File: src/design/bshr_pkg.sv
// Shared types, codes and constants for the backend selector hash ring.
package bshr_pkg;

   localparam int unsigned DEF_MAX_BACKENDS = 16;
   localparam int unsigned DEF_RING_DEPTH   = 4096;
   localparam int unsigned DEF_WEIGHT_DEPTH = 1024;

   localparam int unsigned HASH_W    = 32;
   localparam int unsigned ADDR_W    = 12;
   localparam int unsigned BACKEND_W = 4;
   localparam int unsigned RING_W    = HASH_W + BACKEND_W;

   // Register field widths; the counts that follow from them bound the datapath.
   localparam int unsigned STRAT_W = 2;
   localparam int unsigned BCNT_W  = 5;
   localparam int unsigned RCNT_W  = 13;
   localparam int unsigned WCNT_W  = 11;
   localparam int unsigned DIV_W   = WCNT_W;

   localparam int unsigned CSR_AW = 4;
   localparam int unsigned CSR_DW = 32;

   // Register indexes (byte address / 4)
   localparam logic [1:0] REG_STRATEGY      = 2'd0;
   localparam logic [1:0] REG_BACKEND_COUNT = 2'd1;
   localparam logic [1:0] REG_RING_ENTRIES  = 2'd2;
   localparam logic [1:0] REG_WEIGHT_SLOTS  = 2'd3;

   localparam logic [1:0] STRAT_PLAIN    = 2'd0;
   localparam logic [1:0] STRAT_WEIGHTED = 2'd1;
   localparam logic [1:0] STRAT_RING     = 2'd2;

   localparam logic [1:0] FUNC_LOOKUP   = 2'd0;
   localparam logic [1:0] FUNC_RING_WR  = 2'd1;
   localparam logic [1:0] FUNC_SLOT_WR  = 2'd2;

   localparam logic [1:0] STAT_LOOKUP = 2'd0;
   localparam logic [1:0] STAT_WRITE  = 2'd1;
   localparam logic [1:0] STAT_RANGE  = 2'd2;

   typedef struct packed {
      logic [STRAT_W-1:0] strategy;
      logic [BCNT_W-1:0]  backend_count;
      logic [RCNT_W-1:0]  ring_entries;
      logic [WCNT_W-1:0]  weight_slots;
   } cfg_type;

   typedef struct packed {
      logic                 en;
      logic [ADDR_W-1:0]    addr;
      logic [HASH_W-1:0]    point;
      logic [BACKEND_W-1:0] backend;
   } ring_wr_type;

   typedef struct packed {
      logic              start;
      logic [RCNT_W-1:0] count;
      logic [HASH_W-1:0] hash;
   } ring_req_type;

   typedef struct packed {
      logic                 done;
      logic [BACKEND_W-1:0] backend;
   } ring_rsp_type;

   typedef struct packed {
      logic              start;
      logic [HASH_W-1:0] dividend;
      logic [DIV_W-1:0]  divisor;
   } rem_req_type;

   typedef struct packed {
      logic             done;
      logic [DIV_W-1:0] remainder;
   } rem_rsp_type;

endpackage

File: src/design/bshr_rem.sv
// Iterative restoring remainder: one dividend bit per cycle over all 32 dividend bits.
module bshr_rem
   import bshr_pkg::*;
(
   input  logic        clock,
   input  logic        reset,
   input  rem_req_type req,
   output rem_rsp_type rsp
);

   logic              run_ff, run_in;
   logic              done_ff, done_in;
   logic [4:0]        cnt_ff, cnt_in;
   logic [HASH_W-1:0] dvd_ff, dvd_in;
   logic [DIV_W-1:0]  div_ff, div_in;
   logic [DIV_W-1:0]  rem_ff, rem_in;
   logic [DIV_W:0]    shifted;
   logic [DIV_W:0]    diff;

   assign shifted = {rem_ff, dvd_ff[HASH_W-1]};
   assign diff    = shifted - {1'b0, div_ff};

   always_comb begin
      run_in  = run_ff;
      done_in = 1'b0;
      cnt_in  = cnt_ff;
      dvd_in  = dvd_ff;
      div_in  = div_ff;
      rem_in  = rem_ff;
      if (req.start) begin
         run_in = 1'b1;
         cnt_in = '0;
         dvd_in = req.dividend;
         div_in = req.divisor;
         rem_in = '0;
      end else if (run_ff) begin
         dvd_in = {dvd_ff[HASH_W-2:0], 1'b0};
         // remainder stays below the divisor, so one compare-subtract suffices
         rem_in = (shifted >= {1'b0, div_ff}) ? diff[DIV_W-1:0] : shifted[DIV_W-1:0];
         cnt_in = cnt_ff + 5'd1;
         if (cnt_ff == 5'd31) begin
            run_in  = 1'b0;
            done_in = 1'b1;
         end
      end
   end

   always_ff @(posedge clock) begin
      if (reset) begin
         run_ff  <= 1'b0;
         done_ff <= 1'b0;
         cnt_ff  <= '0;
      end else begin
         run_ff  <= run_in;
         done_ff <= done_in;
         cnt_ff  <= cnt_in;
      end
   end

   always_ff @(posedge clock) begin
      dvd_ff <= dvd_in;
      div_ff <= div_in;
      rem_ff <= rem_in;
   end

   assign rsp.done      = done_ff;
   assign rsp.remainder = rem_ff;

endmodule

File: config.mk
export PLATFORM = sky130hd
export DESIGN_NAME = bshr_rem
export DESIGN_NICKNAME = d
export VERILOG_FILES = /design/src/design/bshr_pkg.sv /design/src/design/bshr_rem.sv
export SDC_FILE = /design/constraint.sdc
export NUM_CORES = 1
export LEC_CHECK = 0
export ABC_AREA = 1
export BUFFER_PORTS_ARGS = -buffer_cell sky130_fd_sc_hd__buf_2
export CORE_UTILIZATION = 40
export DETAILED_ROUTE_END_ITERATION = 16
export GPL_TIMING_DRIVEN = 0
export HOLD_SLACK_MARGIN = 0.15
export MAX_ROUTING_LAYER = met4
export PLACE_DENSITY = 0.62
export SYNTH_ARGS = -nofsm -noshare
export SYNTH_HDL_FRONTEND = slang
export SYNTH_SLANG_ARGS = --single-unit
File: constraint.sdc
create_clock -name clock -period 2.35 [get_ports clock]
set_clock_uncertainty 0.05 [all_clocks]
set_input_delay 0 -clock clock [delete_from_list [all_inputs] [get_ports clock]]
set_output_delay 0 -clock clock [all_outputs]
set_load 0.02 [all_outputs]
# After elaboration in Yosys (flattened, before gate mapping)
# Index checks and enable logic that the tools add are counted.
dict set report word_totals {
  wordCells 21
  input_bits 46
  output_inout_bits 12
  regBits 61
}
dict set report op_classes {
  reduce_logical 3
  n_bitwise 1
  addsub 2
  muxes 7
  eq_ne 1
  magnitude_cmp 1
}
# cell n
set ops {}
lappend ops {{$mux 32} 2}
lappend ops {{$ge 12x11->1} 1}
lappend ops {{$mux 11} 1}
lappend ops {{$sub 11x11->11} 1}
lappend ops {{$add 5x1->5 const B} 1}
lappend ops {{$eq 5x5->1 const B} 1}
lappend ops {{$mux 1} 4}
lappend ops {{$reduce_or 3->1} 1}
lappend ops {{$reduce_bool 2->1} 1}
lappend ops {{$reduce_or 2->1} 1}
lappend ops {{$not 1->1} 1}

# Logic depth before layout (Yosys ltp)
dict set report logic_depth {
  ltp_word 4
  ltp_mapped 15
  depth_no_buf 14
}

# Worst setup path after synthesis
# No wires, ideal clock.
dict set report synth_path {
  kind {register to register}
  startpoint {reg rem_ff[0]}
  endpoint {reg rem_ff[0]}
  t_required_ps 2146
  t_arrival_ps 1765
  setup_ps 154
  period_less_slack_ps 1970
  slack_ps 380
  path_buffers 1
  stages_incl_launch_ff 14
  path_cell_list {dfxtp_1 > inv_1 > fa_1 > inv_1 > nand2_2 > nand2_2 > nand2_2 > nand2_1 > nand2_2 > nand3_2 > buf_6 > nand2_1 > nand3_1 > o21ai_1}
}
dict set report synth_between {
  elab_chain_len 2
}
# item line_no
set synth_lines {}
lappend synth_lines {{start, declared} bshr_rem.sv:16} ;# logic [DIV_W-1:0] rem_ff, rem_in;
lappend synth_lines {{start signal, assigned} bshr_rem.sv:63} ;# rem_ff <= rem_in;
lappend synth_lines {{$ge 12x11->1} bshr_rem.sv:39} ;# rem_in = (shifted >= {1'b0, div_ff}) ? diff[DIV_W-1:0] : shifted[DIV_W-1:0];
lappend synth_lines {{$mux 11} bshr_rem.sv:39}
# No other way between the ends.
# A chain may end at the register's enable or synchronous reset.

# Final worst setup path
dict set report layout_path {
  startpoint {reg div_ff[0]}
  endpoint {reg rem_ff[4]}
}
dict set report layout_between {
  elab_chain_len 2
  word_cells_on_any_way 3
  classes_between {add/sub (1); order compare (1); mux (1)}
}
# item line_no
set layout_lines {}
lappend layout_lines {{start, declared} bshr_rem.sv:15} ;# logic [DIV_W-1:0] div_ff, div_in;
lappend layout_lines {{start signal, assigned} bshr_rem.sv:62} ;# div_ff <= div_in;
lappend layout_lines {{$sub 11x11->11 or $ge 12x11->1 (tied branches)} {bshr_rem.sv:21, bshr_rem.sv:39}}
lappend layout_lines {{$mux 11 *} bshr_rem.sv:39}
# Every way passes the cells marked *; elsewhere a longest branch is shown, timed or not.

==> flow_summary.yaml <==
cts:
  cts_tree: "done"
  postCtsSetupBuffers: 0
  cts_buffers: 9
  h-tree-depth: 3
  clockBufferDepth: 2
  cts_num_sinks: 61
  clk_latency_ns: 0.33
  clockRootBuffer: "clkbuf_8"
  clkTransAtPathRegs_ns: 0.07
  cts_resized: 0
global_route:
  grt_pass1_wl_um: 13100
  antenna_found_initial: 0
  grt_max_degree: 38
  grt_pass1_vias: 2927
  track_usage_pct: 20.1
  grt_overflow_total: 0
power:
  comb_power_share_pct: 13.7
  p_switching_uw: 656
  intPower_uw: 1890
  cellLeakagePower_uw: 0.00219
  clockPowerShare_pct: 36.5
  vdd_ir_drop_max_uv: 311
  p_sw_share_pct: 25.7
  power_frac_seq_pct: 49.8
  cellPowerDensity_nw_per_um2: 588
floorplanning:
  initial_utilization_pct: 42.0
  core_um2: 7810
  die_h_um: 92.5
  rows: 32
  die_area_um2: 8560
  ios: 58
  die_w_um: 92.5
yosys:
  ys_ff_latch: 61
  async_reset_ff_share_pct: 0
  yosysUniqueCellTypes: 27
  netlist_area_um2: 3280
  syn_nets: 465
  ys_warn_count: 0
  synth-edff-count: 43
  syn_area_per_cell_um2: 8.09
  yosysSeqAreaShare_pct: 50.4
  synth_ff_type: "edfxtp_1"
  netlist_instances: 405
setup_path:
  cp.arrival_ns: 2.33
  cp.depth: 13
  crit_type: "reg2reg"
  rr_endpoint: "rem_ff[4]"
  cpPeakStageDelay_ns: 0.42
  crit_path_cell_trace: "ha_1 -> fa_1 -> inv_1 -> nand2_2 -> nand2_2 -> nand2_2 -> nand2_1 -> nand2_2 -> nand3_2 -> buf_6 -> nand2_1 -> nand3_1 -> o21ai_1"
  critPathBufInv: 2
  end_kind: "register"
  cp-start-kind: "register"
  startpoint: "div_ff[0]"
  cp.required_ns: 2.49
  path_max_fanout: 10
  reg2reg_depth: 13
  cpMaxStageDelayCell: "fa_1"
  crit_family: "adder cells"
  rr_startpoint: "div_ff[0]"
  crit_end: "rem_ff[4]"
  crit_path_frequent_cell: "nand2_2"
  rrSetupSlack_ns: 0.17
timing:
  final.min_clock_period_ns: 2.18
  drv_slew: 0
  fmax_mhz: 458
  tightest_slew_ns: 0.782
  rsz0062_at_grt: "false"
  min_period_over_period_pct: 92.9
  setup_viol: 0
  slew_headroom_pct: 47.8
  hold_violations: 0
drt:
  drc: 0
  drt-total-wl_um: 7610
  routedWlPerCell_um: 12.2
  vias: 2892
  vias_per_cell: 4.63
  ant_nets: 0
  drt_iter0_markers: 118
  firstDrtPassIters: 4
layout:
  final_common_cell: "nand2_1"
  area_growth_pct: 32.4
  drive_gt1_share_pct: 19.1
  fin_nets: 578
  final_core_util_pct: 55.5
  antenna_cells: 0
  fin_area_um2: 4340
  mostFrequentLayoutCells: "nand2_1 (171), buf_2 (60), inv_1 (57), dlygate4sd3_1 (45), edfxtp_1 (43)"
worst_hold_path:
  hold_depth: 2
  min_path_type: "in2reg"
placement:
  placed_area_um2: 3690
  place_hpwl_um: 4950
  gp_congestion: 0.835
  io_buffers: 57
run_status:
  status: "complete, no violations"
flow_run:
  cap_violations: 0
[flip-flops by register name, summed over array words and instances, names as in the netlist]
register  count
done_ff       1
dvd_ff       32
run_ff        1
cnt_ff        5
div_ff       11
rem_ff       11
[what timing repair did]
| item | 4_1_cts | 5_1_grt |
|---|---|---|
| hold endpoints to repair | 61 | 0 |
| endpoints found under the setup margin | 0 | 0 |
| hold buffers | 45 | 0 |
[how the worst min path moves through the flow]
stage / start / to / slack, ns
floorplan: reset / run_ff / 0.03
global placement: req[3] / div_ff[3] / 0.13
detailed placement: req[6] / div_ff[6] / 0.13
CTS: req[0] / div_ff[0] / 0.31
global route: req[5] / div_ff[5] / 0.32
finish: req[10] / div_ff[10] / 0.33
[area by class of cell]
| type | count | area [um2] |
|---|---|---|
| clock buffers | 9 | 124 |
| plain buffers | 14 | 82.6 |
| fillers | 727 | 3470 |
| inverters | 60 | 225 |
| flip-flops and latches | 61 | 1650 |
| well taps | 102 | 128 |
| multi-input cells | 270 | 1320 |
| repair buffers | 102 | 736 |
| clock inverters | 7 | 72.6 |
[routing by layer]
| metal | share of wire [%] | global-route usage, % | up-vias |
|---|---|---|---|
| li1 | - | - | 1506 |
| met1 | 45 | 24.0 | 1305 |
| met2 | 48 | 33.5 | 71 |
| met3 | 5.0 | 4.93 | 10 |
| met4 | 1.3 | 6.38 | 0 |
| met5 | 0 | - | - |
[kinds of logic after synthesis]
logic type	after synthesis	share of synthesized area [%]
AO/OA/AOI/OAI	15	2.44
XOR/XNOR	3	0.802
adder cells (fa/ha/maj)	14	5.58
buffers and inverters	74	9.40
flip-flops	61	50.4
AND/OR/NAND/NOR	238	31.4
[metrics by stage]
step	TNS, ns	hold slack [ns]	worst slack [ns]	cells	total power, uW
after floorplan	0	0.0261	0.380	405	1480
after global placement	-0.736	0.126	-0.0242	564	1570
after detailed placement	0	0.128	0.181	564	1580
after CTS	0	0.309	0.178	625	2570
after global routing	0	0.320	0.0141	625	2670
final	0	0.329	0.166	625	2550
[power by group through the flow]
stage          sequential [uW]  combinational (uW)  clock, uW
6_report                  1270                 349        929
5_1_grt                   1280                 395        999
4_1_cts                   1270                 345        952
3_5_place_dp              1290                 288          0
3_3_place_gp              1290                 282          0
2_1_floorplan             1290                 190          0
[cells in the mapped netlist, types with 2 or more instances]
cell type / number / share of area, %
clkbuf_1: 5 / 0.57
o21ai_0: 3 / 0.46
nor3_1: 3 / 0.46
o21ai_1: 4 / 0.61
inv_2: 2 / 0.23
nand3_2: 7 / 2.1
buf_4: 3 / 0.69
nand4_1: 14 / 2.7
nand2_1: 171 / 20
nand2_2: 7 / 1.3
edfxtp_1: 43 / 39
ha_1: 13 / 5.0
dfxtp_1: 18 / 11
a21oi_1: 6 / 0.92
xor2_1: 3 / 0.80
buf_6: 2 / 0.69
inv_1: 58 / 6.6
nand3_1: 20 / 3.1
buf_2: 3 / 0.46
nor2_1: 13 / 1.5
No activity file was read; power rests on OpenSTA's default activity.
