==> config.mk <==
export PLATFORM = sky130hd
export DESIGN_NAME = bshr_csr
export DESIGN_NICKNAME = d
export VERILOG_FILES = /design/src/design/bshr_pkg.sv /design/src/design/bshr_csr.sv
export SDC_FILE = /design/constraint.sdc
export NUM_CORES = 1
export LEC_CHECK = 0
export ABC_CLOCK_PERIOD_IN_PS = 1300
export BUFFER_PORTS_ARGS = -buffer_cell sky130_fd_sc_hd__clkbuf_2
export CELL_PAD_IN_SITES_DETAIL_PLACEMENT = 1
export CELL_PAD_IN_SITES_GLOBAL_PLACEMENT = 2
export CORE_ASPECT_RATIO = 1.5
export CORE_UTILIZATION = 26
export DETAILED_ROUTE_END_ITERATION = 12
export GPL_ROUTABILITY_DRIVEN = 1
export GPL_TIMING_DRIVEN = 1
export PLACE_DENSITY = 0.92
export SLEW_MARGIN = 20
export SYNTH_ARGS = -nofsm -noshare
export SYNTH_HDL_FRONTEND = slang
export SYNTH_SLANG_ARGS = --single-unit
==> constraint.sdc <==
create_clock -name clock -period 1.3 [get_ports clock]
set_input_delay 0.065 -clock clock [delete_from_list [all_inputs] [get_ports clock]]
set_output_delay 0.065 -clock clock [all_outputs]
set_load 0.05 [all_outputs]
==> src/design/bshr_pkg.sv <==
// Shared types, codes and constants for the backend selector hash ring.
package bshr_pkg;

   localparam int unsigned DEF_MAX_BACKENDS = 16;
   localparam int unsigned DEF_RING_DEPTH   = 4096;
   localparam int unsigned DEF_WEIGHT_DEPTH = 1024;

   localparam int unsigned HASH_W    = 32;
   localparam int unsigned ADDR_W    = 12;
   localparam int unsigned BACKEND_W = 4;
   localparam int unsigned RING_W    = HASH_W + BACKEND_W;

   // Register field widths; the counts that follow from them bound the datapath.
   localparam int unsigned STRAT_W = 2;
   localparam int unsigned BCNT_W  = 5;
   localparam int unsigned RCNT_W  = 13;
   localparam int unsigned WCNT_W  = 11;
   localparam int unsigned DIV_W   = WCNT_W;

   localparam int unsigned CSR_AW = 4;
   localparam int unsigned CSR_DW = 32;

   // Register indexes (byte address / 4)
   localparam logic [1:0] REG_STRATEGY      = 2'd0;
   localparam logic [1:0] REG_BACKEND_COUNT = 2'd1;
   localparam logic [1:0] REG_RING_ENTRIES  = 2'd2;
   localparam logic [1:0] REG_WEIGHT_SLOTS  = 2'd3;

   localparam logic [1:0] STRAT_PLAIN    = 2'd0;
   localparam logic [1:0] STRAT_WEIGHTED = 2'd1;
   localparam logic [1:0] STRAT_RING     = 2'd2;

   localparam logic [1:0] FUNC_LOOKUP   = 2'd0;
   localparam logic [1:0] FUNC_RING_WR  = 2'd1;
   localparam logic [1:0] FUNC_SLOT_WR  = 2'd2;

   localparam logic [1:0] STAT_LOOKUP = 2'd0;
   localparam logic [1:0] STAT_WRITE  = 2'd1;
   localparam logic [1:0] STAT_RANGE  = 2'd2;

   typedef struct packed {
      logic [STRAT_W-1:0] strategy;
      logic [BCNT_W-1:0]  backend_count;
      logic [RCNT_W-1:0]  ring_entries;
      logic [WCNT_W-1:0]  weight_slots;
   } cfg_type;

   typedef struct packed {
      logic                 en;
      logic [ADDR_W-1:0]    addr;
      logic [HASH_W-1:0]    point;
      logic [BACKEND_W-1:0] backend;
   } ring_wr_type;

   typedef struct packed {
      logic              start;
      logic [RCNT_W-1:0] count;
      logic [HASH_W-1:0] hash;
   } ring_req_type;

   typedef struct packed {
      logic                 done;
      logic [BACKEND_W-1:0] backend;
   } ring_rsp_type;

   typedef struct packed {
      logic              start;
      logic [HASH_W-1:0] dividend;
      logic [DIV_W-1:0]  divisor;
   } rem_req_type;

   typedef struct packed {
      logic             done;
      logic [DIV_W-1:0] remainder;
   } rem_rsp_type;

endpackage

==> src/design/bshr_csr.sv <==
// Configuration register file behind the APB-style port.
module bshr_csr
   import bshr_pkg::*;
(
   input  logic              clock,
   input  logic              reset,
   input  logic              csr_psel,
   input  logic              csr_penable,
   input  logic              csr_pwrite,
   input  logic [CSR_AW-1:0] csr_paddr,
   input  logic [CSR_DW-1:0] csr_pwdata,
   output logic [CSR_DW-1:0] csr_prdata,
   output logic              csr_pready,
   output cfg_type           cfg
);

   cfg_type    cfg_ff, cfg_in;
   logic       wr_en;
   logic [1:0] reg_idx;

   assign csr_pready = 1'b1;
   assign reg_idx    = csr_paddr[3:2];
   assign wr_en      = csr_psel & csr_penable & csr_pwrite & csr_pready;

   always_comb begin
      cfg_in = cfg_ff;
      if (wr_en) begin
         case (reg_idx)
            REG_STRATEGY:      cfg_in.strategy      = csr_pwdata[STRAT_W-1:0];
            REG_BACKEND_COUNT: cfg_in.backend_count = csr_pwdata[BCNT_W-1:0];
            REG_RING_ENTRIES:  cfg_in.ring_entries  = csr_pwdata[RCNT_W-1:0];
            REG_WEIGHT_SLOTS:  cfg_in.weight_slots  = csr_pwdata[WCNT_W-1:0];
            default:           cfg_in = cfg_ff;
         endcase
      end
   end

   always_ff @(posedge clock) begin
      if (reset) begin
         cfg_ff.strategy      <= STRAT_RING;
         cfg_ff.backend_count <= BCNT_W'(1);
         cfg_ff.ring_entries  <= RCNT_W'(1);
         cfg_ff.weight_slots  <= WCNT_W'(1);
      end else begin
         cfg_ff <= cfg_in;
      end
   end

   always_comb begin
      case (reg_idx)
         REG_STRATEGY:      csr_prdata = CSR_DW'(cfg_ff.strategy);
         REG_BACKEND_COUNT: csr_prdata = CSR_DW'(cfg_ff.backend_count);
         REG_RING_ENTRIES:  csr_prdata = CSR_DW'(cfg_ff.ring_entries);
         REG_WEIGHT_SLOTS:  csr_prdata = CSR_DW'(cfg_ff.weight_slots);
         default:           csr_prdata = '0;
      endcase
   end

   assign cfg = cfg_ff;

endmodule

Yosys cells after proc, flatten, opt, wreduce, memory -nomap -nowiden. Cells that the tools add are included.

Equal/unequal tests: 3. Muxes and demuxes: 1. Bitwise operators: 2. Reductions and logical operators: 5.

Operators with widths (number): 32-bit one-hot mux with 4 select lines (1); 2-bit AND reduction (4); 2-bit == test, second input constant (2); 1-bit bitwise AND (2); 2-bit by 1-bit == test with 1-bit output, second input constant (1); 2-bit zero test (1).

Flip-flop bits (word level): 31. Bits of input ports: 41. Output and inout port bits: 64. Word-level logic and storage cells: 15.

Longest topological paths before layout. Gate-level depths: netlist of run 1.

Depth in word-level cells: 3. Depth in mapped cells: 6. Gate-level depth less buffers: 3.

Worst setup path before layout of run 1. Ideal clock, no wire load.

Path type: flip-flop to output port. Start point: register cfg_ff (netlist bit cfg[10]). End point: output port csr_prdata[10]. Arrival: 1488 ps. Required time: 1235 ps. Path slack: -253 ps. Stages on the path, launching flop included: 3. Path buffers: 0. Cells stage by stage: dfxtp_1 mux2i_1 nor2b_1.

Word-level cells in the longest chain between the ends: 1.

Ends and longest elaborated chain: start, declared (line bshr_csr.sv:17) `cfg_type cfg_ff, cfg_in;`; start signal, assigned (line bshr_csr.sv:45) `cfg_ff <= cfg_in;`; 32-bit one-hot mux with 4 select lines (line bshr_csr.sv:50) `case (reg_idx)`; end, declared (line bshr_csr.sv:12) `output logic [CSR_DW-1:0] csr_prdata,`.

No other way between the ends. The select of a mux whose other input is x is not followed.

Worst setup path in the final report of run 1.
Start point: register cfg_ff (netlist bit cfg[13]). End point: output port csr_prdata[2].

The elaborated chain is that of the path after synthesis.

==> flow_metrics.tcl, run 1 <==
set metrics [dict create \
    status "complete, but fails checks" \
    violations "setup timing" \
    largest_reg_flops 31 \
    crit_arrival_ns 1.25 \
    finalPower_mw 2.379 \
    cts_tree "yes" \
    path_class "flip-flop to primary output" \
    root_buffer "clkbuf_8" \
    synth_warnings 0 \
    vias 1405 \
    min_path_type "input pin to flip-flop" \
    numCtsBuffers 5 \
    firstDrtPassIters 3 \
    required_ns 1.24 \
    vdd_drop_max_mv 0.6321 \
    drt-total-wl_mm 4.382 \
    synth.area.mux_share_pct 24.69 \
    max_freq_ghz 0.7582 \
    hpwl_mm 3.234 \
    min_period_ns 1.319 \
    grt_max_degree 27 \
    postSynthCellCount 173 \
    cp-end-kind "primary output" \
    swShare_pct 28.08 \
    combPwrFrac_pct 17.7 \
    viasPerCell 4.350 \
    hold_viol 0 \
    switchingPower_mw 0.6680 \
    fp-row-count 36 \
    clk_pin_slew_worst_paths_ns 0.07 \
    intPower_mw 1.711 \
    die_w_um 68.76 \
    n_antenna_cell 0 \
    maxSlewViolCount 0 \
    netlist_area_sq_um 1738 \
    ioPinCount 105 \
    drive_above_1_share_pct 49.80 \
    drv_cap 0 \
    synth.avg_cell_area_sq_um 10.05 \
    coreArea_sq_um 6486 \
    overflow 0 \
    ant_nets 0 \
    place.gp.congestion 0.7294 \
    fin_nets 287 \
    worstPathMaxFanout 2 \
    yosys_register_bits 31 \
    leakage_nw 1.178 \
    synthSimpleGateAreaFrac_pct 22.03 \
    die_area_sq_um 7022 \
    clock_power_share_pct 41.5 \
    synth_top_family_by_area "multiplexers" \
    start_util_pct 26.79 \
    grt_pass1_wl_mm 6.513 \
    start_kind "flip-flop" \
    stdcell_count 323 \
    hold_buffers 0 \
    setup_viol 3 \
    ys_types 25 \
    area_growth_pct 36.57 \
    avgRoutedWirePerCell_um 13.57 \
    clock_skew_ns 0 \
    synth_compound_area_share_pct 3.240 \
    p_seq_share_pct 40.8 \
    clock_sinks 31 \
    synthAdderAreaFrac_pct 0 \
    synth_xor_area_share_pct 0 \
    p_per_area_nw_per_um2 1002 \
    rsz0062_at_grt "yes" \
    cts_buffer_depth 2 \
    track_usage_pct 12.94 \
    drc 0 \
    fillers 779 \
    post-route-period-util_pct 101.5 \
    placed_cells 306 \
    finalWorstSetupSlack_ns -0.01891 \
    numPortBuffers 63 \
    die_y_um 102.1 \
    drtIter0Drc 17 \
    clock_latency_ns 0.28 \
    cts_max_level 2 \
    antenna_found_initial 0 \
    yosysSeqAreaShare_pct 35.71 \
    grt_pass1_vias 1363 \
]
worst max-delay path, cell delays in order, from the launching register on:
cell and delay [ns]:
dfxtp_2 0.33, mux2_2 0.27, a22o_4 0.22, clkbuf_16 0.17
power groups by stage:
stage	combinational (mW)	clock [mW]	sequential (mW)
after CTS	0.420	1.03	0.971
after global routing	0.447	1.05	0.973
final	0.421	0.986	0.972
after floorplan	0.327	0	1.03
after detailed placement	0.403	0	0.994
after global placement	0.401	0	0.993
through the flow:
stage	setup slack [ns]	util (%)	cell area (sq um)	hold WS [ns]	setup TNS, ns
3_5_place_dp	0.01784	32.43	2103	0.3125	0
3_3_place_gp	0.07014	32.43	2103	0.3122	0
6_report	-0.01891	36.59	2374	0.01480	-0.03993
5_1_grt	-0.05401	36.59	2374	0.02964	-0.2019
2_1_floorplan	-0.02171	-	1849	0.2125	-0.02171
4_1_cts	-0.03551	36.34	2357	0.006832	-0.1139
logic make-up (layout without fill, tap and decap cells):
kind of cell | count (synthesis) | in the layout
buffers and inverters | 32 | 88
AND/OR/NAND/NOR | 61 | 61
other | 2 | 20
AO/OA/AOI/OAI | 7 | 7
multiplexers | 40 | 40
flip-flops | 31 | 31
placed cells by master (no fill, tap or decap):
cell type / netlist / final
a21bo_2: 2 / 2
nor3b_2: 1 / 1
clkbuf_16: 0 / 1
a22o_2: 0 / 2
conb_1: 2 / 20
dfxtp_2: 0 / 14
bufinv_16: 0 / 1
buf_4: 22 / 15
nand3_1: 2 / 2
nand2_1: 1 / 1
nor2b_4: 1 / 6
nor2_1: 6 / 6
a21oi_1: 2 / 2
dfxtp_1: 31 / 17
buf_8: 0 / 4
clkbuf_2: 0 / 58
and2b_1: 1 / 1
nor2b_2: 0 / 1
nand2b_1: 36 / 36
mux2i_1: 35 / 35
clkbuf_8: 0 / 6
buf_12: 0 / 2
and2_1: 2 / 2
mux4_2: 2 / 2
nand2_2: 1 / 1
a22o_4: 0 / 1
and3_1: 2 / 2
mux2_2: 3 / 3
and2_4: 1 / 1
nand3_2: 1 / 1
clkinv_2: 0 / 1
final timing paths:
kind | start | end | slack, ns | cells past startpoint
max | cfg[13] | csr_prdata[2] | -0.02 | 3
min | csr_pwdata[11] | cfg[22] | 0.01 | 3
max reg2reg | cfg[22] | cfg[22] | 0.54 | 2
min reg2reg | cfg[29] | cfg[29] | 0.49 | 2
cell usage after synthesis:
| cell | count | area share, % |
|---|---|---|
| nand2b_1 | 36 | 13 |
| mux2i_1 | 35 | 20 |
| dfxtp_1 | 31 | 36 |
| buf_4 | 22 | 9.5 |
| nor2_1 | 6 | 1.3 |
| nor2b_1 | 6 | 2.2 |
| buf_6 | 5 | 3.2 |
| clkbuf_1 | 4 | 0.86 |
| a22o_1 | 3 | 1.5 |
| mux2_2 | 3 | 1.9 |
| a21bo_2 | 2 | 1.2 |
| a21oi_1 | 2 | 0.58 |
| and2_1 | 2 | 0.72 |
| and3_1 | 2 | 0.72 |
| conb_1 | 2 | 0.43 |
| mux4_2 | 2 | 2.6 |
| nand3_1 | 2 | 0.58 |
| and2_4 | 1 | 0.50 |
| and2b_1 | 1 | 0.43 |
| buf_2 | 1 | 0.29 |
| nand2_1 | 1 | 0.22 |
| nand2_2 | 1 | 0.36 |
| nand3_2 | 1 | 0.58 |
| nor2b_4 | 1 | 0.79 |
| nor3b_2 | 1 | 0.72 |
routing by layer:
metal | track usage [%] | wire length, um | up-vias | part of all wire (%)
met2 | 25.26 | 2478 | 59 | 57
li1 | - | - | 675 | -
met4 | 4.239 | 56 | 0 | 1.3
met1 | 12.90 | 1553 | 665 | 35
met5 | 0 | 0 | - | 0
met3 | 2.790 | 295 | 6 | 6.7
cell type report:
type                       count  area (sq um)  area share [%]
tap                           76         95.09           4.006
multi-input combinational    128         994.7           41.91
clock buffer                   6         82.58           3.479
timing repair buffer          80         528.0           22.25
clock inverter                 2         35.03           1.476
sequential                    31         638.1           26.88
what timing repair did:
item | CTS | global route
buffers inserted | 9 | 0
setup endpoints to repair | 5 | 5
gates resized for setup | 22 | 8
Power figures use the tool's default switching activity.
==> run 2: changes to the inputs <==
--- a/config.mk
+++ b/config.mk
@@ -11,10 +11,12 @@
 export CELL_PAD_IN_SITES_GLOBAL_PLACEMENT = 2
 export CORE_ASPECT_RATIO = 1.5
 export CORE_UTILIZATION = 26
+export CTS_CLUSTER_SIZE = 12
 export DETAILED_ROUTE_END_ITERATION = 12
 export GPL_ROUTABILITY_DRIVEN = 1
 export GPL_TIMING_DRIVEN = 1
 export PLACE_DENSITY = 0.92
+export SETUP_SLACK_MARGIN = 0.15
 export SLEW_MARGIN = 20
 export SYNTH_ARGS = -nofsm -noshare
 export SYNTH_HDL_FRONTEND = slang
==> run 2 against run 1 <==
Effect of this change:
- the run still ends with setup timing left
- sequential share of layout area is 0.56 points lower
- flip-flop and latch count did not move
- combinational power up 3%
- utilization is 1.7 points higher
- sequential power about the same
- design area grew 4.5%
- setup slack got worse by 0.019 ns
- count of clock-buffer cells in the layout stayed put
- fmax shrank 1.4%
- clock skew unchanged
- critical endpoint is now csr_prdata[1]
- largest cell class unchanged
==> flow_metrics.tcl, run 2 (synthesis gave the netlist of run 1 again) <==
set metrics [dict create \
    status "complete, but fails checks" \
    violations "setup timing" \
    dr.max_layer_used "met4" \
    rsz0062_at_grt "yes" \
    r2r-start "cfg[24]" \
    grt_pass1_wl_mm 6.734 \
    numPortBuffers 63 \
    min_period_ns 1.338 \
    wl_met3_um 258 \
    overflow 0 \
    area_growth_pct 42.76 \
    numCtsBuffers 5 \
    die_area_sq_um 7022 \
    post-route-period-util_pct 102.9 \
    ioPinCount 105 \
    clock_power_share_pct 35.0 \
    n_antenna_cell 0 \
    die_w_um 68.76 \
    firstDrtPassIters 3 \
    grt_pass1_vias 1450 \
    clk_pin_slew_worst_paths_ns 0.07 \
    p_seq_share_pct 45.0 \
    hpwl_mm 3.148 \
    fin_area_sq_um 2481 \
    wl_met2_mm 2.552 \
    place.gp.congestion 0.7340 \
    coreArea_sq_um 6486 \
    path_class "flip-flop to primary output" \
    start_kind "flip-flop" \
    cts_buffer_depth 2 \
    path_cells "mux4_2, buf_8" \
    dpl-instance-area_sq_um 2128 \
    fin_nets 290 \
    die_y_um 102.1 \
    vias 1420 \
    clock_sinks 31 \
    hold_viol 0 \
    intPower_mw 1.516 \
    vdd_drop_max_mv 0.4341 \
    max_freq_ghz 0.7474 \
    cts_max_level 2 \
    leakage_nw 1.182 \
    finalWorstSetupSlack_ns -0.03806 \
    required_ns 1.24 \
    combPwrFrac_pct 20.1 \
    drt-total-wl_mm 4.431 \
    fillers 771 \
    track_usage_pct 13.35 \
    fp-row-count 36 \
    crit_path_start "cfg[1]" \
    swShare_pct 30.01 \
    largest_reg_flops 31 \
    maxSlewViolCount 0 \
    crit_arrival_ns 1.27 \
    cp-end-kind "primary output" \
    finalPower_mw 2.166 \
    stdcell_count 325 \
    avgRoutedWirePerCell_um 13.63 \
    cts_tree "yes" \
    layout_commonest_cell "clkbuf_2" \
    drc 0 \
    fin_util_pct 38.25 \
    slowest_stage "mux4_2" \
    clock_skew_ns 0 \
    clock_latency_ns 0.27 \
    start_util_pct 26.79 \
    placed_cells 304 \
    critPathMaxStageDelay_ns 0.50 \
    min_path_type "input pin to flip-flop" \
    hold_buffers 0 \
    ant_nets 0 \
    grt_max_degree 45 \
    final_cell_mix "clkbuf_2, nand2b_1, mux2i_1, dfxtp_2, conb_1" \
    antenna_found_initial 0 \
    viasPerCell 4.369 \
    m1WireLength_mm 1.572 \
    worstPathMaxFanout 2 \
    root_buffer "clkbuf_8" \
    setup_viol 3 \
    drive_above_1_share_pct 58.23 \
    drv_cap 0 \
    switchingPower_mw 0.6499 \
    hold_path_startpoint "csr_pwdata[12]" \
    p_per_area_nw_per_um2 872.8 \
    drtIter0Drc 24 \
]
## run 2: changes by cell type in the layout (fill, tap and decap cells not counted), sizes merged
cell / before / now
buf: 21 / 26
bufinv: 1 / 0
clkbuf: 65 / 63
## run 2: cell type report
type / count / area, sq um / share of cell area [%]
Clock buffer: 6 / 82.58 / 3.328
Timing Repair Buffer: 83 / 601.8 / 24.26
Tap cell: 76 / 95.09 / 3.833
Multi-Input combinational cell: 128 / 1044 / 42.06
Sequential cell: 31 / 653.1 / 26.32
Clock inverter: 1 / 5.005 / 0.2017
## run 2: worst paths after layout
check,end,slack [ns],depth (start not counted)
worst min register to register,cfg[25],0.48,2
worst max register to register,cfg[24],0.55,3
worst max-delay path,csr_prdata[1],-0.04,2
worst min-delay path,cfg[23],0.02,3
## run 2: power by group through the flow
stage,logic (mW),clock network (mW),registers [mW]
finish,0.435,0.757,0.974
floorplan,0.328,0,1.04
global route,0.462,0.829,0.975
global placement,0.396,0,0.994
detailed placement,0.399,0,0.995
CTS,0.430,0.788,0.973
## run 2: repair_timing
item                                    CTS  global route
setup buffers                            13             1
pin swaps                                 0             0
gates resized for setup                  28            10
endpoints found under the setup margin   12            10
## run 2: critical path: cells and delay by family (launching register included)
family / cells / cell delay, ns
mux: 1 / 0.50
buf+inv: 1 / 0.17
flops: 1 / 0.32
## run 2: per-stage QoR
stage | TNS (ns) | setup WS [ns] | hold slack [ns]
after floorplan | 0 | 0.1880 | 0.2125
after global placement | 0 | 0.1195 | 0.3081
after detailed placement | 0 | 0.07586 | 0.3177
after CTS | -0.1177 | -0.03744 | 0.01325
after global routing | -0.2037 | -0.07208 | 0.01755
final | -0.06113 | -0.03806 | 0.02083
## run 2: metal layers
layer | track usage (%) | vias up
li1 | - | 680
met3 | 3.125 | 5
met1 | 12.74 | 680
met4 | 5.181 | 0
met2 | 26.17 | 55
met5 | 0 | -
==> run 3: changes to the inputs <==
--- a/config.mk
+++ b/config.mk
@@ -5,17 +5,18 @@
 export SDC_FILE = /design/constraint.sdc
 export NUM_CORES = 1
 export LEC_CHECK = 0
-export ABC_CLOCK_PERIOD_IN_PS = 1300
+export ABC_CLOCK_PERIOD_IN_PS = 1400
 export BUFFER_PORTS_ARGS = -buffer_cell sky130_fd_sc_hd__clkbuf_2
 export CELL_PAD_IN_SITES_DETAIL_PLACEMENT = 1
 export CELL_PAD_IN_SITES_GLOBAL_PLACEMENT = 2
 export CORE_ASPECT_RATIO = 1.5
-export CORE_UTILIZATION = 26
+export CORE_MARGIN = 4
+export CORE_UTILIZATION = 24
 export CTS_CLUSTER_SIZE = 12
 export DETAILED_ROUTE_END_ITERATION = 12
 export GPL_ROUTABILITY_DRIVEN = 1
 export GPL_TIMING_DRIVEN = 1
-export PLACE_DENSITY = 0.92
+export PLACE_DENSITY = 0.86
 export SETUP_SLACK_MARGIN = 0.15
 export SLEW_MARGIN = 20
 export SYNTH_ARGS = -nofsm -noshare
==> constraint.sdc (replaced) <==
create_clock -name clock -period 1.4 [get_ports clock]
set_input_delay 0.07 -clock clock [delete_from_list [all_inputs] [get_ports clock]]
set_output_delay 0.07 -clock clock [all_outputs]
set_load 0.05 [all_outputs]
==> run 3 against run 2 <==
Effect of this change:
- the run now ends clean
- via count decreased by 0.99%
- first-iteration DRC count increased by 100%
- global-route usage decreased by 2.1 points
- flip-flop and latch count unchanged
- clock skew unchanged
- count of clock-buffer cells in the layout increased by 1
- largest power group unchanged
==> flow_metrics.tcl, run 3 (synthesis gave the netlist of run 1 again) <==
set metrics [dict create \
    clock_latency_ns 0.28 \
    layout_commonest_cell "clkbuf_2" \
    maxSlewViolCount 0 \
    finalPower_mw 1.963 \
    wl_met3_um 308 \
    avgRoutedWirePerCell_um 14.51 \
    die_w_um 77.48 \
    fin_nets 283 \
    min_path_type "input pin to flip-flop" \
    rsz0062_at_grt "yes" \
    numCtsBuffers 5 \
    r2r-start "cfg[1]" \
    hold_buffers 0 \
    place.gp.congestion 0.7027 \
    hpwl_mm 3.467 \
    coreArea_sq_um 6944 \
    drt-total-wl_mm 4.657 \
    numPortBuffers 63 \
    firstDrtPassIters 4 \
    clock_skew_ns 0 \
    cts_max_level 2 \
    hold_path_startpoint "csr_pwdata[11]" \
    start_kind "flip-flop" \
    pre_cts_ws_ns 0.08863 \
    dr.max_layer_used "met4" \
    area_growth_pct 36.07 \
    root_buffer "clkbuf_8" \
    vdd_drop_max_mv 0.3170 \
    cp-end-kind "primary output" \
    drtIter0Drc 48 \
    drive_above_1_share_pct 48.97 \
    grt_pass1_wl_mm 7.734 \
    multi_input_area_sq_um 1028 \
    path_class "flip-flop to primary output" \
    die_y_um 112.2 \
    viasPerCell 4.380 \
    path_cells "mux2_4, a22o_4, clkbuf_16" \
    slowest_stage "dfxtp_2" \
    post-route-period-util_pct 95.15 \
    ant_nets 0 \
    regArea_sq_um 636.9 \
    max_freq_ghz 0.7507 \
    start_util_pct 25.03 \
    n_antenna_cell 0 \
    hold_viol 0 \
    crit_arrival_ns 1.26 \
    leakage_nw 1.153 \
    cts_tree "yes" \
    maxSlewHeadroom_pct 56.22 \
    cts_buffer_depth 2 \
    reg2reg_depth 4 \
    finalWorstSetupSlack_ns 0.06789 \
    die_area_sq_um 8695 \
    ioPinCount 105 \
    setup_viol 0 \
    setup_tns_ns 0 \
    critPathMaxStageDelay_ns 0.32 \
    grt_pass1_vias 1504 \
    clk_pin_slew_worst_paths_ns 0.06 \
    tightest_slew_ns 0.6567 \
    ff2ff_setup_slack_ns 0.60 \
    fillers 818 \
    wl_met2_mm 2.511 \
    grt_max_degree 45 \
    clock_sinks 31 \
    worstHoldPathCells 3 \
    largest_reg_flops 31 \
    final_cell_mix "clkbuf_2, nand2b_1, mux2i_1, conb_1, dfxtp_1" \
    fp-row-count 37 \
    min_to "cfg[22]" \
    r2r_end "cfg[1]" \
    min_period_ns 1.332 \
    hold_ws_ns 0.02410 \
    status "finished, final reports clean" \
    overflow 0 \
    m1WireLength_mm 1.764 \
    p_per_area_nw_per_um2 829.9 \
    antenna_found_initial 0 \
    drv_cap 0 \
    drc 0 \
    track_usage_pct 11.24 \
    worstPathMaxFanout 2 \
    vias 1406 \
    required_ns 1.33 \
]
==> run 3: repair_timing <==
action / 4_1_cts / 5_1_grt
setup endpoints to repair: 5 / 11
setup buffers: 9 / 2
resized for setup: 24 / 24
==> run 3: through the flow <==
stage / util, % / instance area [sq um] / std cells
after floorplan: - / 1849 / 191
after global placement: 29.50 / 2048 / 302
after detailed placement: 29.50 / 2048 / 302
after CTS: 32.96 / 2288 / 319
after global routing: 34.05 / 2365 / 321
final: 34.05 / 2365 / 321
==> run 3: area by class of cell <==
type,instances,area share [%]
Tap cell,78,4.127
Timing Repair Buffer,76,22.01
Sequential cell,31,26.93
Multi-Input combinational cell,128,43.49
Clock inverter,1,0.2116
Clock buffer,7,3.228
==> run 3: how the worst max path moves through the flow <==
stage                           from        endpoint
after global placement    csr_pwrite          cfg[8]
after detailed placement  csr_pwrite          cfg[8]
after floorplan              cfg[10]  csr_prdata[10]
after CTS                     cfg[0]   csr_prdata[0]
final                        cfg[13]   csr_prdata[2]
after global routing          cfg[0]   csr_prdata[0]
==> run 3: per-layer routing <==
| layer | track usage (%) | up-vias |
|---|---|---|
| met5 | 0 | - |
| li1 | - | 668 |
| met1 | 12.46 | 673 |
| met3 | 3.291 | 7 |
| met4 | 4.276 | 0 |
| met2 | 20.02 | 58 |
==> run 3: report_power, final <==
part | total [mW] | switching, mW | internal, mW
clock | 0.671 | 0.323 | 0.348
combinational | 0.388 | 0.275 | 0.113
sequential | 0.903 | 0.00866 | 0.894
total | 1.96 | 0.607 | 1.36
==> run 3: critical path, delay by kind of cell, from the launching register on <==
kind / cells / cell delay, ns
AO/OA/AOI/OAI: 1 / 0.22
flip-flops: 1 / 0.32
buffers and inverters: 1 / 0.17
multiplexers: 1 / 0.27
